File: src/sv/pbsq_pkg.sv
// Shared types and constants for the polyBLEP square-wave DAC sampler.
// Used by pbsq_lane and polyblep_square_dac_sampler_core; no dependencies.
package pbsq_pkg;

   localparam int unsigned DATA_W = 32;
   localparam int unsigned DAC_W = 12;

   localparam logic [DATA_W-1:0] ONE_Q16 = 32'h0001_0000;
   localparam logic [DATA_W-1:0] INT_PART_MASK = 32'hFFFF_0000;
   localparam logic signed [DATA_W-1:0] DAC_OFFSET = 32'sd2048;
   localparam logic signed [DATA_W-1:0] DAC_MAX = 32'sd4095;

   typedef struct packed {
      logic done;
      logic [DATA_W-1:0] coef;
      logic [DATA_W-1:0] sq;
   } lane_res_type;

endpackage

File: src/sv/polyblep_square_dac_sampler_core.sv
// Square-wave sampler with two-sided polyBLEP edge correction and a 12-bit DAC code output.
// Each result is the previous corrected sample, so the output lags the input by one item.
// A sample without a level change goes from its transfer straight to the output state, which
// loads its result once the output register is free. At a level change, two lanes run in
// parallel. Each is a one-bit-per-cycle restoring divider, a sign-fix step and a shift-add
// squarer. The calculation, apply and output states then combine the coefficients, apply the
// earlier correction and load the output register; only then can the next transfer be taken.
// A new item is taken while the previous result still waits in the output register.
// Depends on pbsq_pkg and pbsq_lane.
module polyblep_square_dac_sampler_core (
   input  logic               clock,
   input  logic               reset,
   input  logic               req_valid,
   output logic               req_ready,
   input  logic               req_level,
   input  logic signed [31:0] req_phase,
   input  logic signed [31:0] req_increment,
   output logic               rsp_valid,
   input  logic               rsp_ready,
   output logic [11:0]        rsp_dac_sample
);
   import pbsq_pkg::*;

   typedef enum logic [1:0] {
      S_IDLE,
      S_CALC,
      S_APPLY,
      S_OUT
   } core_state_type;

   localparam logic [1:0] POL_NONE = 2'd0;
   localparam logic [1:0] POL_NEG = 2'd1;
   localparam logic [1:0] POL_POS = 2'd2;

   core_state_type state_ff;
   logic [1:0] prev_pol_ff;
   logic [DATA_W-1:0] prev_phase_ff;
   logic [DATA_W-1:0] prev_sample_ff;
   logic [DATA_W-1:0] cur_ff;
   logic [DATA_W-1:0] blep_last_ff;
   logic [DATA_W-1:0] shaped_ff;
   logic lvl_ff;
   logic rsp_valid_ff;
   logic [DAC_W-1:0] dac_ff;

   logic accept;
   logic [1:0] pol_in;
   logic is_edge;
   logic [DATA_W-1:0] phase_u;
   logic [DATA_W-1:0] last_diff;
   logic [DATA_W-1:0] num_last;
   logic [DATA_W-1:0] num_this;
   logic lane_start;
   lane_res_type res_last;
   lane_res_type res_this;
   logic [DATA_W-1:0] blep_last_in;
   logic [DATA_W-1:0] shaped_in;
   logic signed [DATA_W-1:0] shifted;
   logic signed [DATA_W-1:0] dac_sum;
   logic [DAC_W-1:0] dac_in;
   logic out_load;
   logic rsp_valid_in;

   assign req_ready = (state_ff == S_IDLE);
   assign accept = req_valid && req_ready;
   assign pol_in = req_level ? POL_POS : POL_NEG;
   assign is_edge = (pol_in != prev_pol_ff);

   assign phase_u = $unsigned(req_phase);
   assign last_diff = (phase_u & INT_PART_MASK) - prev_phase_ff;
   assign num_last = {last_diff[15:0], 16'h0000};
   assign num_this = {phase_u[15:0], 16'h0000};
   assign lane_start = accept && is_edge;

   pbsq_lane u_lane_last (
      .clock (clock),
      .reset (reset),
      .start (lane_start),
      .num   (num_last),
      .den   ($unsigned(req_increment)),
      .res   (res_last)
   );

   pbsq_lane u_lane_this (
      .clock (clock),
      .reset (reset),
      .start (lane_start),
      .num   (num_this),
      .den   ($unsigned(req_increment)),
      .res   (res_this)
   );

   assign blep_last_in = {res_last.coef[DATA_W-2:0], 1'b0} - res_last.sq - ONE_Q16;
   assign shaped_in = '0 - res_this.sq - {res_this.coef[DATA_W-2:0], 1'b0};

   assign shifted = $signed(prev_sample_ff) >>> 6;
   assign dac_sum = shifted + DAC_OFFSET;
   always_comb begin
      if (dac_sum < 0) begin
         dac_in = '0;
      end else if (dac_sum > DAC_MAX) begin
         dac_in = DAC_MAX[DAC_W-1:0];
      end else begin
         dac_in = dac_sum[DAC_W-1:0];
      end
   end

   assign out_load = (state_ff == S_OUT) && (!rsp_valid_ff || rsp_ready);
   assign rsp_valid_in = out_load || (rsp_valid_ff && !rsp_ready);

   always_ff @(posedge clock) begin
      if (reset) begin
         state_ff <= S_IDLE;
         rsp_valid_ff <= 1'b0;
         prev_pol_ff <= POL_NONE;
         prev_phase_ff <= '0;
         prev_sample_ff <= '0;
      end else begin
         rsp_valid_ff <= rsp_valid_in;
         case (state_ff)
            S_IDLE: begin
               if (accept) begin
                  lvl_ff <= req_level;
                  prev_pol_ff <= pol_in;
                  prev_phase_ff <= phase_u;
                  if (is_edge) begin
                     state_ff <= S_CALC;
                  end else begin
                     cur_ff <= req_level ? ONE_Q16 : ('0 - ONE_Q16);
                     state_ff <= S_OUT;
                  end
               end
            end
            S_CALC: begin
               if (res_last.done) begin
                  blep_last_ff <= blep_last_in;
                  shaped_ff <= shaped_in;
                  state_ff <= S_APPLY;
               end
            end
            S_APPLY: begin
               prev_sample_ff <= lvl_ff ? (prev_sample_ff - blep_last_ff)
                                        : (prev_sample_ff + blep_last_ff);
               cur_ff <= lvl_ff ? shaped_ff : ('0 - shaped_ff);
               state_ff <= S_OUT;
            end
            S_OUT: begin
               if (out_load) begin
                  dac_ff <= dac_in;
                  prev_sample_ff <= cur_ff;
                  state_ff <= S_IDLE;
               end
            end
            default: begin
               state_ff <= S_IDLE;
            end
         endcase
      end
   end

   assign rsp_valid = rsp_valid_ff;
   assign rsp_dac_sample = dac_ff;

`ifndef NO_ASSERTIONS
   a_lanes_in_step: assert property (@(posedge clock) disable iff (reset)
      res_last.done == res_this.done)
      else $error("The two coefficient lanes finished in different cycles.");

   a_done_in_calc: assert property (@(posedge clock) disable iff (reset)
      res_last.done |-> state_ff == S_CALC)
      else $error("A lane finished outside the calculation state.");

   a_no_edge_fast: assert property (@(posedge clock) disable iff (reset)
      accept && !is_edge |=> state_ff == S_OUT)
      else $error("A sample without a level change did not go straight to output.");

   a_rsp_from_out: assert property (@(posedge clock) disable iff (reset)
      $rose(rsp_valid) |-> $past(state_ff == S_OUT))
      else $error("A result appeared without passing the output state.");
`endif

endmodule

File: src/sv/pbsq_lane.sv
// One coefficient lane: a bit-serial signed division followed by a bit-serial squaring in 16.16.
// Depends on pbsq_pkg for the data width and the result struct.
module pbsq_lane (
   input  logic                 clock,
   input  logic                 reset,
   input  logic                 start,
   input  logic [31:0]          num,
   input  logic [31:0]          den,
   output pbsq_pkg::lane_res_type res
);
   import pbsq_pkg::*;

   typedef enum logic [1:0] {
      L_IDLE,
      L_DIV,
      L_FIX,
      L_MUL
   } lane_state_type;

   lane_state_type state_ff;
   logic [4:0] count_ff;
   logic [DATA_W-1:0] rem_ff;
   logic [DATA_W-1:0] shreg_ff;
   logic [DATA_W-1:0] dm_ff;
   logic [DATA_W-1:0] hi_ff;
   logic [DATA_W-1:0] coef_ff;
   logic neg_ff;
   logic dz_ff;
   logic done_ff;

   logic [DATA_W-1:0] nm_in;
   logic [DATA_W-1:0] dm_in;
   logic [DATA_W-1:0] trial;
   logic trial_ge;
   logic [DATA_W-1:0] coef_in;
   logic [DATA_W-1:0] mag_in;
   logic [DATA_W:0] acc_in;

   assign nm_in = num[DATA_W-1] ? (~num + 1'b1) : num;
   assign dm_in = den[DATA_W-1] ? (~den + 1'b1) : den;

   assign trial = {rem_ff[DATA_W-2:0], shreg_ff[DATA_W-1]};
   assign trial_ge = (trial >= dm_ff);

   assign coef_in = dz_ff ? '0 : (neg_ff ? (~shreg_ff + 1'b1) : shreg_ff);
   assign mag_in = coef_in[DATA_W-1] ? (~coef_in + 1'b1) : coef_in;

   assign acc_in = {1'b0, hi_ff} + (shreg_ff[0] ? {1'b0, dm_ff} : '0);

   always_ff @(posedge clock) begin
      if (reset) begin
         state_ff <= L_IDLE;
         done_ff <= 1'b0;
      end else begin
         done_ff <= 1'b0;
         case (state_ff)
            L_IDLE: begin
               if (start) begin
                  shreg_ff <= nm_in;
                  dm_ff <= dm_in;
                  rem_ff <= '0;
                  neg_ff <= num[DATA_W-1] ^ den[DATA_W-1];
                  dz_ff <= (dm_in == '0);
                  count_ff <= '0;
                  state_ff <= L_DIV;
               end
            end
            L_DIV: begin
               rem_ff <= trial_ge ? (trial - dm_ff) : trial;
               shreg_ff <= {shreg_ff[DATA_W-2:0], trial_ge};
               count_ff <= count_ff + 1'b1;
               if (count_ff == 5'd31) begin
                  state_ff <= L_FIX;
               end
            end
            L_FIX: begin
               coef_ff <= coef_in;
               dm_ff <= mag_in;
               shreg_ff <= mag_in;
               hi_ff <= '0;
               count_ff <= '0;
               state_ff <= L_MUL;
            end
            L_MUL: begin
               hi_ff <= acc_in[DATA_W:1];
               shreg_ff <= {acc_in[0], shreg_ff[DATA_W-1:1]};
               count_ff <= count_ff + 1'b1;
               if (count_ff == 5'd31) begin
                  done_ff <= 1'b1;
                  state_ff <= L_IDLE;
               end
            end
            default: begin
               state_ff <= L_IDLE;
            end
         endcase
      end
   end

   assign res.done = done_ff;
   assign res.coef = coef_ff;
   assign res.sq = {hi_ff[15:0], shreg_ff[DATA_W-1:16]};

endmodule
File: config.mk
export PLATFORM = sky130hd
export DESIGN_NAME = polyblep_square_dac_sampler_core
export DESIGN_NICKNAME = d
export VERILOG_FILES = /design/src/sv/pbsq_pkg.sv /design/src/sv/polyblep_square_dac_sampler_core.sv /design/src/sv/pbsq_lane.sv
export SDC_FILE = /design/constraint.sdc
export NUM_CORES = 2
export LEC_CHECK = 0
export BUFFER_PORTS_ARGS = -buffer_cell sky130_fd_sc_hd__buf_2
export CELL_PAD_IN_SITES_DETAIL_PLACEMENT = 1
export CELL_PAD_IN_SITES_GLOBAL_PLACEMENT = 2
export CORE_MARGIN = 5
export CORE_UTILIZATION = 37
export DETAILED_ROUTE_END_ITERATION = 12
export PLACE_DENSITY = 0.9
export RECOVER_POWER = 100
export REMOVE_ABC_BUFFERS = 1
export SLEW_MARGIN = 5
export SYNTH_ARGS = -nofsm -noshare
export SYNTH_HDL_FRONTEND = slang
export SYNTH_HIERARCHICAL = 1
export SYNTH_SLANG_ARGS = --single-unit
File: constraint.sdc
create_clock -name clock -period 6.6 [get_ports clock]
set_clock_uncertainty 0.15 [all_clocks]
set_input_delay 1.32 -clock clock [delete_from_list [all_inputs] [get_ports clock]]
set_output_delay 1.32 -clock clock [all_outputs]
set_load 0.005 [all_outputs]
==> results.json <==
{
  "gr-usage-all-layers": 0.2205,
  "p_per_area_nw_per_um2": 444.0,
  "worst_pin_slew_ns": 3.340,
  "areaGrowthSynthToFinish_pct": 8.043,
  "grt_max_degree": 84,
  "place_hpwl_mm": 105.9,
  "clkSinkCount": 497,
  "drv_slew": 668,
  "violations": "max-capacitance violations, max-slew violations",
  "globalplace.congestion": 0.9044,
  "r2r_cells": 10,
  "cpPeakStageDelay_ns": 1.04,
  "relSlewSlack": -1.227,
  "grt_first_pass_wirelength_mm": 214.3,
  "cts_buffers": 60,
  "finalCritPeriodShare": 0.8446,
  "placedCellCount": 6226,
  "drv_cap": 16,
  "endpoint_kind": "register",
  "cts_setup_buffers": 0,
  "vdd_drop_max_mv": 0.2418,
  "clock.fmax_mhz": 179.4,
  "utilization": 0.4006,
  "worstSetupPathDepth": 10,
  "cp_cell_sequence": "clkbuf_1 > nor2_1 > a221oi_1 > o311ai_2 > nor4_4 > nand3_4 > or4_4 > o21ai_0 > xor2_1 > a21oi_1",
  "finalHoldViolCount": 0,
  "arrival_ns": 5.77,
  "synthCells": 4800,
  "grt_pass1_vias": 36630,
  "drtAntennaViolNets": 0,
  "place_area_um2": 43830,
  "cp.required_ns": 6.80,
  "path_max_fanout": 30,
  "status": "complete, but fails checks",
  "setup_viol": 0,
  "post-route-drc-count": 0,
  "fin_cells": 6352,
  "setup_total_negative_slack_ns": 0,
  "rsz0062_at_grt": "false",
  "pre_cts_ws_ns": 1.704,
  "start_util": 0.3708,
  "total_power_mw": 20.26,
  "stdcell_area_um2": 45620,
  "cts-htree-levels": 2,
  "path_buf_inv": 1,
  "fp.dieW_um": 347.8,
  "whs_path_depth": 2,
  "clkTransAtPathRegs_ns": 0.06,
  "port_buffers": 66,
  "wl_mm": 138.3,
  "ctsHoldBuffers": 0,
  "grt-ovfl-total": 0,
  "ioPinCount": 83,
  "insertion_delay_ns": 0.69,
  "yosysWarnings": 6,
  "nets": 5160,
  "hp-class": "reg2reg",
  "dieArea_um2": 121000,
  "dieHeight_um": 347.8,
  "cts_tree": "yes",
  "routed_via_density": 5.783,
  "dr.pass1.iters": 5,
  "netlist_area_um2": 42220,
  "antenna_found_initial": 28,
  "routedWlPerCell_um": 21.77,
  "clock_path_buffers": 3,
  "layout-drive-gt1-share": 0.05284,
  "reg2reg_slack_ns": 1.03,
  "worstSetupPathType": "reg2reg",
  "drtIter0Drc": 2934,
  "setup_ws_ns": 1.026,
  "vias": 36740,
  "slowest_stage": "clkbuf_1",
  "cp-start-kind": "register",
  "syn_area_per_cell_um2": 8.796,
  "min_period_ns": 5.574,
  "cts_resized": 0,
  "core_area_um2": 113900,
  "root_buffer": "clkbuf_16",
  "leakage_nw": 17.98,
  "rows": 124,
  "whs_ns": 0.3155,
  "critPathTopFamily": "simple AND/OR/NAND/NOR gates"
}
where the power goes:
group	internal, mW	switching, mW
sequential	4.73	0.850
combinational	4.17	6.99
clock	2.04	1.48
total	10.9	9.32
layer usage:
| layer | track usage | part of all wire | vias up |
|---|---|---|---|
| li1 | - | - | 17420 |
| met1 | 0.3106 | 0.46 | 18150 |
| met2 | 0.3495 | 0.44 | 966 |
| met3 | 0.04518 | 0.069 | 185 |
| met4 | 0.05066 | 0.023 | 24 |
| met5 | 0 | 0.0012 | - |
path summary, 6_finish.rpt:
check | startpoint | end
min | prev_sample_ff[3] | prev_sample_ff[3]
max | u_lane_last/dz_ff | u_lane_last/dm_ff[23]
min reg2reg | prev_sample_ff[3] | prev_sample_ff[3]
max reg2reg | u_lane_last/dz_ff | u_lane_last/dm_ff[23]
layout by cell type (no fill, tap or decap), types with 26 or more instances in the layout:
cell / instances
dfxtp_1: 58
xor2_1: 211
buf_2: 58
mux2i_1: 62
o211ai_1: 27
o21a_1: 52
a22oi_1: 45
clkbuf_1: 49
nor4_1: 53
a221oi_1: 44
or3_1: 49
ha_1: 304
nand2b_1: 42
nor3_1: 121
a221o_1: 26
xnor2_1: 234
nor3b_1: 27
a21o_1: 95
nand2_1: 343
nand3_1: 77
and2_0: 26
conb_1: 105
o21ai_0: 237
and3_1: 38
a211oi_1: 41
or4_1: 36
nor2_1: 453
o31ai_1: 69
edfxtp_1: 439
o41ai_1: 34
nor2b_1: 61
clkbuf_16: 60
nand4_1: 47
inv_1: 334
o21bai_1: 26
a21oi_1: 352
a31oi_1: 58
worst reg2reg max path: stages (launching register included):
cell and delay [ns]:
edfxtp_1 0.84, clkbuf_1 1.05, nor2_1 0.45, a221oi_1 0.47, o311ai_2 0.29, nor4_4 0.45
nand3_4 0.19, or4_4 0.61, o21ai_0 0.21, xor2_1 0.41, a21oi_1 0.14
layout make-up:
type	instances	area, µm²
fill	13480	68260
multi-input combinational	3762	25450
sequential	497	14340
tap	1512	1892
clock buffer	74	1564
inverter	338	1270
timing repair buffer	117	598.1
clock inverter	38	460.4
antenna	14	35.03
sequential cells by signal, indices dropped and copies added (netlist names), 5 cells and up:
signal,flops
u_lane_this/dm_ff,32
blep_last_ff,32
u_lane_this/hi_ff,32
prev_phase_ff,16
u_lane_this/coef_ff,31
u_lane_this/shreg_ff,32
u_lane_last/dm_ff,32
u_lane_last/count_ff,5
prev_sample_ff,32
u_lane_last/coef_ff,31
shaped_ff,32
u_lane_this/rem_ff,31
u_lane_last/shreg_ff,32
u_lane_last/rem_ff,31
u_lane_this/count_ff,5
u_lane_last/hi_ff,32
rsp_dac_sample,12
cur_ff,32
(Power assumes the default switching activity.)
